===== config.mk =====
export PLATFORM = sky130hd
export DESIGN_NAME = midpoint_ellipse_raster_top
export DESIGN_NICKNAME = d
export VERILOG_FILES = /design/src/sv/mer_pkg.sv /design/src/sv/mer_ctrl.sv /design/src/sv/mer_dp.sv /design/src/sv/midpoint_ellipse_raster_top.sv
export SDC_FILE = /design/constraint.sdc
export NUM_CORES = 2
export LEC_CHECK = 0
export BUFFER_PORTS_ARGS = -buffer_cell sky130_fd_sc_hd__buf_4
export CORE_MARGIN = 2
export CORE_UTILIZATION = 40
export CTS_CLUSTER_DIAMETER = 40
export DETAILED_ROUTE_END_ITERATION = 6
export REMOVE_ABC_BUFFERS = 1
export SKIP_CTS_REPAIR_TIMING = 1
export SYNTH_ARGS = -nofsm -noshare
export SYNTH_HDL_FRONTEND = slang
export SYNTH_SLANG_ARGS = --single-unit
export TNS_END_PERCENT = 30

===== constraint.sdc =====
create_clock -name clk -period 18.9 [get_ports clk]
set_input_delay 0.945 -clock clk [delete_from_list [all_inputs] [get_ports clk]]
set_output_delay 0.945 -clock clk [all_outputs]
set_load 0.005 [all_outputs]

===== src/sv/mer_pkg.sv =====
`timescale 1ns / 1ps
`default_nettype none

package mer_pkg;

  localparam logic OP_START = 1'b0;
  localparam logic OP_STEP  = 1'b1;

  localparam int COLOR_W = 24;
  localparam int CHAN_W  = 8;

  typedef enum logic [3:0] {
    ST_IDLE,
    ST_R1,
    ST_R2,
    ST_SQ_RX,
    ST_SQ_RY,
    ST_YTERM,
    ST_INIT,
    ST_E_XX,
    ST_E_RYS,
    ST_E_YY,
    ST_E_RXT,
    ST_E_RXRY,
    ST_E_FIN
  } state_t;

  typedef enum logic [3:0] {
    M_NONE,
    M_RX_RX,
    M_RY_RY,
    M_RX2_RY,
    M_X_X1,
    M_PROD_RY2,
    M_YM_YM,
    M_PROD_RX2,
    M_RX2_RY2
  } mul_sel_t;

  typedef enum logic [2:0] {
    ACC_NONE,
    ACC_RX2,
    ACC_RY2,
    ACC_INIT,
    ACC_SEED,
    ACC_ADD,
    ACC_FIN
  } acc_op_t;

  typedef struct packed {
    logic     load;
    logic     step_r1;
    logic     step_r2;
    mul_sel_t mul_sel;
    acc_op_t  acc_op;
  } cmd_t;

  typedef struct packed {
    logic r1_leave;
    logic r2_done;
    logic init_flat;
  } sts_t;

endpackage

`default_nettype wire


===== src/sv/mer_ctrl.sv =====
`timescale 1ns / 1ps
`default_nettype none

module mer_ctrl (
  input  wire logic          clk,
  input  wire logic          rst_n,
  input  wire logic          in_valid,
  input  wire logic          in_op,
  input  wire logic          out_stall,
  input  wire mer_pkg::sts_t sts,
  output mer_pkg::cmd_t      cmd,
  output logic               in_stall,
  output logic               out_valid
);

  mer_pkg::state_t state_r, state_nxt;
  logic            out_valid_r, out_valid_nxt;
  logic            ready_state;
  logic            accept;

  always_ff @(posedge clk) begin
    if (!rst_n) begin
      state_r     <= mer_pkg::ST_IDLE;
      out_valid_r <= 1'b0;
    end else begin
      state_r     <= state_nxt;
      out_valid_r <= out_valid_nxt;
    end
  end

  assign ready_state = (state_r == mer_pkg::ST_IDLE) || (state_r == mer_pkg::ST_R1) ||
                       (state_r == mer_pkg::ST_R2);
  // A request is held off while the multiplier sequence runs or a point waits downstream.
  assign in_stall  = !ready_state || (out_valid_r && out_stall);
  assign accept    = in_valid && !in_stall;
  assign out_valid = out_valid_r;

  always_comb begin
    state_nxt   = state_r;
    cmd.load    = 1'b0;
    cmd.step_r1 = 1'b0;
    cmd.step_r2 = 1'b0;
    cmd.mul_sel = mer_pkg::M_NONE;
    cmd.acc_op  = mer_pkg::ACC_NONE;
    unique case (state_r)
      mer_pkg::ST_IDLE, mer_pkg::ST_R1, mer_pkg::ST_R2: begin
        if (accept) begin
          if (in_op == mer_pkg::OP_START) begin
            cmd.load  = 1'b1;
            state_nxt = mer_pkg::ST_SQ_RX;
          end else if (state_r == mer_pkg::ST_R1) begin
            cmd.step_r1 = 1'b1;
            state_nxt   = sts.r1_leave ? mer_pkg::ST_E_XX : mer_pkg::ST_R1;
          end else if (state_r == mer_pkg::ST_R2) begin
            cmd.step_r2 = 1'b1;
            state_nxt   = sts.r2_done ? mer_pkg::ST_IDLE : mer_pkg::ST_R2;
          end
        end
      end
      mer_pkg::ST_SQ_RX: begin
        cmd.mul_sel = mer_pkg::M_RX_RX;
        state_nxt   = mer_pkg::ST_SQ_RY;
      end
      mer_pkg::ST_SQ_RY: begin
        cmd.acc_op  = mer_pkg::ACC_RX2;
        cmd.mul_sel = mer_pkg::M_RY_RY;
        state_nxt   = mer_pkg::ST_YTERM;
      end
      mer_pkg::ST_YTERM: begin
        cmd.acc_op  = mer_pkg::ACC_RY2;
        cmd.mul_sel = mer_pkg::M_RX2_RY;
        state_nxt   = mer_pkg::ST_INIT;
      end
      mer_pkg::ST_INIT: begin
        // A zero radius leaves no region 1, so go straight to the region 2 seed.
        cmd.acc_op = mer_pkg::ACC_INIT;
        state_nxt  = sts.init_flat ? mer_pkg::ST_E_XX : mer_pkg::ST_R1;
      end
      mer_pkg::ST_E_XX: begin
        cmd.mul_sel = mer_pkg::M_X_X1;
        state_nxt   = mer_pkg::ST_E_RYS;
      end
      mer_pkg::ST_E_RYS: begin
        cmd.mul_sel = mer_pkg::M_PROD_RY2;
        state_nxt   = mer_pkg::ST_E_YY;
      end
      mer_pkg::ST_E_YY: begin
        cmd.acc_op  = mer_pkg::ACC_SEED;
        cmd.mul_sel = mer_pkg::M_YM_YM;
        state_nxt   = mer_pkg::ST_E_RXT;
      end
      mer_pkg::ST_E_RXT: begin
        cmd.mul_sel = mer_pkg::M_PROD_RX2;
        state_nxt   = mer_pkg::ST_E_RXRY;
      end
      mer_pkg::ST_E_RXRY: begin
        cmd.acc_op  = mer_pkg::ACC_ADD;
        cmd.mul_sel = mer_pkg::M_RX2_RY2;
        state_nxt   = mer_pkg::ST_E_FIN;
      end
      mer_pkg::ST_E_FIN: begin
        cmd.acc_op = mer_pkg::ACC_FIN;
        state_nxt  = mer_pkg::ST_R2;
      end
      default: begin
        state_nxt = mer_pkg::ST_IDLE;
      end
    endcase
  end

  always_comb begin
    if (cmd.step_r1 || cmd.step_r2) begin
      out_valid_nxt = 1'b1;
    end else begin
      out_valid_nxt = out_valid_r && out_stall;
    end
  end

endmodule

`default_nettype wire


===== src/sv/mer_dp.sv =====
`timescale 1ns / 1ps
`default_nettype none

module mer_dp #(
  parameter int RADIUS_BITS = 11,
  parameter int COORD_BITS  = 16
) (
  input  wire logic                                 clk,
  input  wire mer_pkg::cmd_t                        cmd,
  input  wire logic signed [COORD_BITS-2:0]         in_center_x,
  input  wire logic signed [COORD_BITS-2:0]         in_center_y,
  input  wire logic        [RADIUS_BITS-1:0]        in_radius_x,
  input  wire logic        [RADIUS_BITS-1:0]        in_radius_y,
  input  wire logic        [mer_pkg::COLOR_W-1:0]   in_color,
  output mer_pkg::sts_t                             sts,
  output logic signed      [COORD_BITS-1:0]         out_x_right,
  output logic signed      [COORD_BITS-1:0]         out_x_left,
  output logic signed      [COORD_BITS-1:0]         out_y_lower,
  output logic signed      [COORD_BITS-1:0]         out_y_upper,
  output logic             [mer_pkg::CHAN_W-1:0]    out_red,
  output logic             [mer_pkg::CHAN_W-1:0]    out_green,
  output logic             [mer_pkg::CHAN_W-1:0]    out_blue,
  output logic                                      out_last_point
);

  localparam int R   = RADIUS_BITS;
  localparam int CB  = COORD_BITS;
  localparam int XW  = R + 1;
  localparam int YW  = R + 2;
  localparam int SQW = 2 * R;
  localparam int OA  = 2 * R + 2;
  localparam int OB  = 2 * R;
  localparam int MW  = OA + OB;
  localparam int DW  = 4 * R + 4;
  localparam int SW  = (CB > R + 2) ? CB + 1 : R + 3;
  localparam int CW  = mer_pkg::CHAN_W;

  logic signed [CB-2:0]              center_col_r;
  logic signed [CB-2:0]              center_row_r;
  logic        [mer_pkg::COLOR_W-1:0] pixel_color_r;
  logic        [R-1:0]               rx_r;
  logic        [R-1:0]               ry_r;
  logic        [SQW-1:0]             rx2_r;
  logic        [SQW-1:0]             ry2_r;
  logic        [XW-1:0]              x_r;
  logic signed [YW-1:0]              y_r;
  logic signed [DW-1:0]              x_term_r;
  logic signed [DW-1:0]              y_term_r;
  logic signed [DW-1:0]              decision_r;
  logic        [DW-1:0]              prod_r;

  logic        [OA-1:0]              mul_a;
  logic        [OB-1:0]              mul_b;
  logic        [MW-1:0]              mul_full;
  logic        [R:0]                 ym_abs;
  logic signed [DW-1:0]              rx2_s;
  logic signed [DW-1:0]              ry2_s;
  logic signed [DW-1:0]              prod_s;
  logic signed [DW-1:0]              xt_inc;
  logic signed [DW-1:0]              yt_dec;
  logic        [XW-1:0]              x_inc;
  logic signed [YW-1:0]              y_dec;
  logic                              dec_neg;
  logic                              dec_pos;

  logic        [XW-1:0]              r1_x, r2_x;
  logic signed [YW-1:0]              r1_y;
  logic signed [DW-1:0]              r1_xt, r1_yt, r1_dec;
  logic signed [DW-1:0]              r2_xt, r2_dec;

  logic signed [SW-1:0]              cx_e, cy_e, ox_e, oy_e;
  logic signed [SW-1:0]              xr_e, xl_e, yl_e, yu_e;

  assign rx2_s  = signed'(DW'(rx2_r));
  assign ry2_s  = signed'(DW'(ry2_r));
  assign prod_s = signed'(prod_r);
  assign xt_inc = x_term_r + (ry2_s <<< 1);
  assign yt_dec = y_term_r - (rx2_s <<< 1);
  assign x_inc  = x_r + XW'(1);
  assign y_dec  = y_r - YW'(1);
  assign dec_neg = decision_r[DW-1];
  assign dec_pos = !decision_r[DW-1] && (decision_r != '0);

  // |y - 1| for the region 2 seed; y is never negative here.
  assign ym_abs = (y_r == '0) ? (R+1)'(1) : (R+1)'(y_dec);

  always_comb begin
    unique case (cmd.mul_sel)
      mer_pkg::M_RX_RX: begin
        mul_a = OA'(rx_r);
        mul_b = OB'(rx_r);
      end
      mer_pkg::M_RY_RY: begin
        mul_a = OA'(ry_r);
        mul_b = OB'(ry_r);
      end
      mer_pkg::M_RX2_RY: begin
        mul_a = OA'(ry_r);
        mul_b = rx2_r;
      end
      mer_pkg::M_X_X1: begin
        mul_a = OA'(x_r) + OA'(1);
        mul_b = OB'(x_r);
      end
      mer_pkg::M_PROD_RY2: begin
        mul_a = prod_r[OA-1:0];
        mul_b = ry2_r;
      end
      mer_pkg::M_YM_YM: begin
        mul_a = OA'(ym_abs);
        mul_b = OB'(ym_abs);
      end
      mer_pkg::M_PROD_RX2: begin
        mul_a = prod_r[OA-1:0];
        mul_b = rx2_r;
      end
      mer_pkg::M_RX2_RY2: begin
        mul_a = OA'(rx2_r);
        mul_b = ry2_r;
      end
      default: begin
        mul_a = '0;
        mul_b = '0;
      end
    endcase
  end

  assign mul_full = MW'(mul_a) * MW'(mul_b);

  // Region 1: x always moves, y moves when the decision is not negative.
  always_comb begin
    r1_x  = x_inc;
    r1_xt = xt_inc;
    if (dec_neg) begin
      r1_y   = y_r;
      r1_yt  = y_term_r;
      r1_dec = decision_r + ry2_s + xt_inc;
    end else begin
      r1_y   = y_dec;
      r1_yt  = yt_dec;
      r1_dec = decision_r + ry2_s + xt_inc - yt_dec;
    end
  end

  // Region 2: y always moves, x moves when the decision is not positive.
  always_comb begin
    if (dec_pos) begin
      r2_x   = x_r;
      r2_xt  = x_term_r;
      r2_dec = decision_r + rx2_s - yt_dec;
    end else begin
      r2_x   = x_inc;
      r2_xt  = xt_inc;
      r2_dec = decision_r + rx2_s + xt_inc - yt_dec;
    end
  end

  assign sts.r1_leave  = !(r1_xt < r1_yt);
  assign sts.r2_done   = y_dec[YW-1];
  assign sts.init_flat = (prod_r == '0);

  assign cx_e = SW'(center_col_r);
  assign cy_e = SW'(center_row_r);
  assign ox_e = signed'(SW'(x_r));
  assign oy_e = SW'(y_r);
  assign xr_e = cx_e + ox_e;
  assign xl_e = cx_e - ox_e;
  assign yl_e = cy_e + oy_e;
  assign yu_e = cy_e - oy_e;

  always_ff @(posedge clk) begin
    prod_r <= DW'(mul_full);

    if (cmd.load) begin
      center_col_r  <= in_center_x;
      center_row_r  <= in_center_y;
      pixel_color_r <= in_color;
      rx_r          <= in_radius_x;
      ry_r          <= in_radius_y;
      x_r           <= '0;
      y_r           <= signed'(YW'(in_radius_y));
      x_term_r      <= '0;
    end else if (cmd.step_r1) begin
      x_r        <= r1_x;
      y_r        <= r1_y;
      x_term_r   <= r1_xt;
      y_term_r   <= r1_yt;
      decision_r <= r1_dec;
    end else if (cmd.step_r2) begin
      x_r        <= r2_x;
      y_r        <= y_dec;
      x_term_r   <= r2_xt;
      y_term_r   <= yt_dec;
      decision_r <= r2_dec;
    end

    unique case (cmd.acc_op)
      mer_pkg::ACC_NONE: begin
      end
      mer_pkg::ACC_RX2: begin
        rx2_r <= prod_r[SQW-1:0];
      end
      mer_pkg::ACC_RY2: begin
        ry2_r <= prod_r[SQW-1:0];
      end
      mer_pkg::ACC_INIT: begin
        y_term_r   <= prod_s <<< 1;
        decision_r <= ry2_s - prod_s + (rx2_s >>> 2);
      end
      mer_pkg::ACC_SEED: begin
        decision_r <= prod_s + (ry2_s >>> 2);
      end
      mer_pkg::ACC_ADD: begin
        decision_r <= decision_r + prod_s;
      end
      mer_pkg::ACC_FIN: begin
        decision_r <= decision_r - prod_s;
      end
      default: begin
      end
    endcase

    if (cmd.step_r1 || cmd.step_r2) begin
      out_x_right    <= xr_e[CB-1:0];
      out_x_left     <= xl_e[CB-1:0];
      out_y_lower    <= yl_e[CB-1:0];
      out_y_upper    <= yu_e[CB-1:0];
      out_red        <= pixel_color_r[3*CW-1:2*CW];
      out_green      <= pixel_color_r[2*CW-1:CW];
      out_blue       <= pixel_color_r[CW-1:0];
      out_last_point <= cmd.step_r2 && sts.r2_done;
    end
  end

endmodule

`default_nettype wire


===== src/sv/midpoint_ellipse_raster_top.sv =====
// Channel  | Ports                                          | Handshake
// input    | in_op, in_center_x/y, in_radius_x/y, in_color  | in_valid / in_stall
// result   | out_x_right/left, out_y_lower/upper, out_red,  | out_valid / out_stall
//          | out_green, out_blue, out_last_point            |
// A step's point shows in the cycle after acceptance, one point per cycle unless stalled.
// A start sets up on the shared multiplier, and also seeds region 2 if a radius is zero.
// The change from region 1 to region 2 runs ST_E_XX to ST_E_FIN on that multiplier.
// Reset (rst_n low, synchronous) returns the block to idle with no point pending.
// A stall on the result side holds the point and stalls the input side.
`timescale 1ns / 1ps
`default_nettype none

module midpoint_ellipse_raster_top #(
  parameter int RADIUS_BITS = 11,
  parameter int COORD_BITS  = 16
) (
  input  wire logic                               clk,
  input  wire logic                               rst_n,
  input  wire logic                               in_valid,
  output logic                                    in_stall,
  input  wire logic                               in_op,
  input  wire logic signed [COORD_BITS-2:0]       in_center_x,
  input  wire logic signed [COORD_BITS-2:0]       in_center_y,
  input  wire logic        [RADIUS_BITS-1:0]      in_radius_x,
  input  wire logic        [RADIUS_BITS-1:0]      in_radius_y,
  input  wire logic        [mer_pkg::COLOR_W-1:0] in_color,
  output logic                                    out_valid,
  input  wire logic                               out_stall,
  output logic signed      [COORD_BITS-1:0]       out_x_right,
  output logic signed      [COORD_BITS-1:0]       out_x_left,
  output logic signed      [COORD_BITS-1:0]       out_y_lower,
  output logic signed      [COORD_BITS-1:0]       out_y_upper,
  output logic             [mer_pkg::CHAN_W-1:0]  out_red,
  output logic             [mer_pkg::CHAN_W-1:0]  out_green,
  output logic             [mer_pkg::CHAN_W-1:0]  out_blue,
  output logic                                    out_last_point
);

  mer_pkg::cmd_t cmd;
  mer_pkg::sts_t sts;

  mer_ctrl u_ctrl (
    .clk       (clk),
    .rst_n     (rst_n),
    .in_valid  (in_valid),
    .in_op     (in_op),
    .out_stall (out_stall),
    .sts       (sts),
    .cmd       (cmd),
    .in_stall  (in_stall),
    .out_valid (out_valid)
  );

  mer_dp #(
    .RADIUS_BITS (RADIUS_BITS),
    .COORD_BITS  (COORD_BITS)
  ) u_dp (
    .clk            (clk),
    .cmd            (cmd),
    .in_center_x    (in_center_x),
    .in_center_y    (in_center_y),
    .in_radius_x    (in_radius_x),
    .in_radius_y    (in_radius_y),
    .in_color       (in_color),
    .sts            (sts),
    .out_x_right    (out_x_right),
    .out_x_left     (out_x_left),
    .out_y_lower    (out_y_lower),
    .out_y_upper    (out_y_upper),
    .out_red        (out_red),
    .out_green      (out_green),
    .out_blue       (out_blue),
    .out_last_point (out_last_point)
  );

  a_start_stalls: assert property (@(posedge clk) disable iff (!rst_n)
    (in_valid && !in_stall && (in_op == mer_pkg::OP_START)) |=> in_stall)
    else $error("start request did not hold off the next request");

  a_step_has_room: assert property (@(posedge clk) disable iff (!rst_n)
    (cmd.step_r1 || cmd.step_r2) |-> !(out_valid && out_stall))
    else $error("point taken while the result register is still occupied");

  a_step_shows: assert property (@(posedge clk) disable iff (!rst_n)
    (cmd.step_r1 || cmd.step_r2) |=> out_valid)
    else $error("stepped point not presented");

  a_one_cmd: assert property (@(posedge clk) disable iff (!rst_n)
    $onehot0({cmd.load, cmd.step_r1, cmd.step_r2}))
    else $error("more than one request action at once");

  a_mul_busy: assert property (@(posedge clk) disable iff (!rst_n)
    (cmd.mul_sel != mer_pkg::M_NONE) |-> (in_stall && !cmd.load))
    else $error("request accepted during multiplier sequence");

endmodule

`default_nettype wire


==> impl_metrics.env <==
export IMPL_end_kind="register"
export IMPL_synthTopCellsByCount="1,001 x inv_1, 827 x nand2_1, 649 x ha_1"
export IMPL_path_clk_slew_ps=60
export IMPL_intPower_mw=3.21
export IMPL_grt_pass1_wl_um=347000
export IMPL_clk_latency_ps=700
export IMPL_ant_nets=0
export IMPL_seqPwrFrac_pct=19.8
export IMPL_ios=172
export IMPL_synth_cell_types=119
export IMPL_finalNonFillerCells=9817
export IMPL_synth_warnings=0
export IMPL_drt_first_pass_iters=7
export IMPL_startpoint="u_dp.y_r[1]$_DFFE_PP_"
export IMPL_fillCellCount=15500
export IMPL_cts_sinks=425
export IMPL_routabilityCongestion=0.993
export IMPL_leakagePower_nw=31.6
export IMPL_synth_top_family_by_area="adder cells"
export IMPL_fmax_mhz=93.8
export IMPL_path_class="reg2reg"
export IMPL_vias=57400
export IMPL_avgSynthCellArea_um2=8.31
export IMPL_antenna_found_initial=5
export IMPL_cp_buffers_inverters=6
export IMPL_start_util_pct=40.2
export IMPL_cts_buffers=90
export IMPL_outcome="complete, but fails checks"
export IMPL_r2r_end="u_dp.prod_r[43]$_DFF_P_"
export IMPL_drv_slew=0
export IMPL_wl_per_cell_um=23.7
export IMPL_portBuffers=171
export IMPL_violations="DRC"
export IMPL_comb_power_share_pct=50.5
export IMPL_max_slew_margin_rel_pct=21.9
export IMPL_syn2layout_area_growth_pct=10.4
export IMPL_fin_crit_sh_pct=56.4
export IMPL_cp_arrival_ps=11250
export IMPL_tightest_slew_ps=1170
export IMPL_synth_top_area_cell="fa_1"
export IMPL_root_buffer="clkbuf_16"
export IMPL_syn_cell_area_um2=63500
export IMPL_hold_viol_final=0
export IMPL_finalCriticalPeriod_ps=10660
export IMPL_synth_seq_cells=425
export IMPL_crit_end="u_dp.prod_r[43]$_DFF_P_"
export IMPL_hold_path_class="reg2reg"
export IMPL_die_area_um2=162000
export IMPL_dp_cells=9648
export IMPL_powerDensity_nw_per_um2=80.5
export IMPL_async_flop_share_pct=0
export IMPL_synth_mux_area_share_pct=0.335
export IMPL_yosysSeqAreaShare_pct=18.3
export IMPL_dp_hpwl_um=190000
export IMPL_vias_per_cell=5.84
export IMPL_synth_fa_ha_area_share_pct=29.2
export IMPL_cp_start_kind="register"
export IMPL_cp_common_cell="fa_1"
export IMPL_cp_slowest_stage_delay_ps=640
export IMPL_dpl_worst_slack_ps=8360
export IMPL_yosysTopAreaCellShare_pct=16.4
export IMPL_p_sw_mw=2.43
export IMPL_synth_compound_area_share_pct=18.6
export IMPL_r2r_start="u_dp.y_r[1]$_DFFE_PP_"
export IMPL_r2r_cells=36
export IMPL_track_usage_pct=28.1
export IMPL_swShare_pct=43.0
export IMPL_first_global_vias=55300
export IMPL_synthTopCellsByArea="fa_1 16%, edfxtp_1 15%, ha_1 13%, inv_1 5.9%, xnor2_1 5.9%"
export IMPL_skew_ps=37.2
export IMPL_die_height_um=402
export IMPL_core_area_um2=158000
export IMPL_clkPwrFrac_pct=29.7
export IMPL_setup_ws_ps=8240
export IMPL_h_tree_depth=3
export IMPL_nets=8917
export IMPL_setup_viol=0
export IMPL_cts_tree="done"
export IMPL_ir_worst_vdd_mv=0.0731
export IMPL_path_depth=36
export IMPL_clk_path_buf_depth=3
export IMPL_rows=146
export IMPL_maxCapViolations=0
export IMPL_synthSimpleGateAreaFrac_pct=16.2
export IMPL_synthCells=7638
export IMPL_rsz0062_at_grt="false"
export IMPL_yosysMostFrequentCell="inv_1"
export IMPL_critPathSlowestCell="nand4_1"
export IMPL_cp_top_family="adder cells"
export IMPL_synth_edf_count=312
export IMPL_drc=37
export IMPL_setup_tns_ps=0
export IMPL_wirelength_um=233000
export IMPL_grt_overflow_total=0
export IMPL_worst_r2r_setup_slack_ps=8240
export IMPL_layout_drive_gt1_share_pct=6.81
export IMPL_fin_util_pct=44.3
export IMPL_grt_max_degree=115
export IMPL_synth_ff_type="edfxtp_1"
export IMPL_drt_iter0_markers=6209
export IMPL_fin_hold_ws_ps=416
export IMPL_synthXorXnorAreaFrac_pct=9.62
export IMPL_die_x_um=402
export IMPL_required_ps=19490
export IMPL_worst_path_max_fanout=11
## power by group through the flow
| stage | combinational [mW] | sequential (mW) | clock (mW) |
|---|---|---|---|
| 4_1_cts | 2.77 | 1.11 | 1.70 |
| 3_5_place_dp | 2.75 | 1.13 | 0 |
| 3_3_place_gp | 2.74 | 1.13 | 0 |
| 6_report | 2.85 | 1.12 | 1.68 |
| 5_1_grt | 3.09 | 1.12 | 1.74 |
| 2_1_floorplan | 1.98 | 1.12 | 0 |
## how the worst min path moves through the flow
stage	startpoint	end	slack (ps)	cells past startpoint
after floorplan	u_dp.pixel_color_r[0]$_DFFE_PP_	u_dp.out_blue[0]$_DFFE_PP_	400	0
after global placement	u_dp.pixel_color_r[11]$_DFFE_PP_	u_dp.out_green[3]$_DFFE_PP_	400	0
after detailed placement	u_dp.pixel_color_r[21]$_DFFE_PP_	u_dp.out_red[5]$_DFFE_PP_	400	0
after CTS	in_radius_x[3]	u_dp.rx_r[3]$_DFFE_PP_	400	1
after global routing	in_radius_x[6]	u_dp.rx_r[6]$_DFFE_PP_	410	1
final	u_dp.pixel_color_r[3]$_DFFE_PP_	u_dp.out_blue[3]$_DFFE_PP_	420	0
## logic make-up after synthesis
logic type	after synthesis
DFF	425
and+or+nand+nor	2209
muxes	21
adders and majority gates	1168
AOI/OAI and AO/OA	1813
xor gates and xnor gates	692
buffers and inverters	1310
## metrics by stage
stage | instance area [um^2] | power [mW]
5_1_grt | 70100 | 5.95
2_1_floorplan | 62300 | 3.10
3_5_place_dp | 66900 | 3.88
6_report | 70100 | 5.64
4_1_cts | 70100 | 5.58
3_3_place_gp | 66900 | 3.87
## sequential cells by signal, summed over array words and instances, names as in the netlist, 4 cells and up
register,cells
u_dp.rx_r,11
u_dp.center_col_r,15
u_dp.prod_r,46
u_dp.y_term_r,47
u_dp.center_row_r,15
u_dp.out_x_left,16
u_dp.decision_r,48
u_dp.out_y_lower,16
u_dp.out_green,8
u_dp.pixel_color_r,24
u_dp.ry2_r,22
u_dp.out_x_right,15
u_ctrl.state_r,4
u_dp.out_y_upper,15
u_dp.y_r,13
u_dp.x_r,12
u_dp.rx2_r,22
u_dp.ry_r,11
u_dp.x_term_r,47
u_dp.out_blue,8
u_dp.out_red,8
## layout by cell type, fill, tap and decap left out, drive strengths merged, types with 113 or more instances in the layout
| cell | Yosys | routed |
|---|---|---|
| ha | 649 | 649 |
| dfxtp | 113 | 113 |
| xnor2 | 429 | 429 |
| fa | 519 | 519 |
| xor2 | 263 | 263 |
| nand3 | 144 | 144 |
| edfxtp | 312 | 312 |
| nor2 | 581 | 581 |
| o21ai | 373 | 373 |
| a21o | 225 | 225 |
| nand2 | 828 | 828 |
| inv | 1001 | 1025 |
| a21oi | 539 | 539 |
| buf | 32 | 247 |
## cell type report
cell class | count | area, um^2 | share of cell area [%]
multi-input cells | 5903 | 47000 | 67.1
flip-flops and latches | 425 | 11600 | 16.6
inverters | 1001 | 3760 | 5.37
well taps | 2072 | 2590 | 3.70
clock buffers | 101 | 2400 | 3.42
repair buffers | 247 | 1870 | 2.66
clock inverters | 66 | 792 | 1.13
diodes | 2 | 5.00 | 0.00714
## routing by layer
layer  vias to the layer above  track usage (%)  part of all wire [%]  routed length, um
met3                       367             4.46                   9.1              21200
li1                      26200                -                     -                  -
met2                      2530             42.5                    43             101000
met5                         -                0                 0.012                 29
met4                         4             7.39                   2.7               6370
met1                     28300             41.5                    45             105000
## worst reg2reg max path: cells and delay by family (launching register included)
family / cells / cell delay (ps)
fa+ha+maj: 9 / 3760
compound gates: 12 / 3140
simple gates: 8 / 2640
flops: 1 / 450
buf+inv: 6 / 440
xor+xnor: 1 / 150
Note: power is estimated with default switching activity, not from simulation.
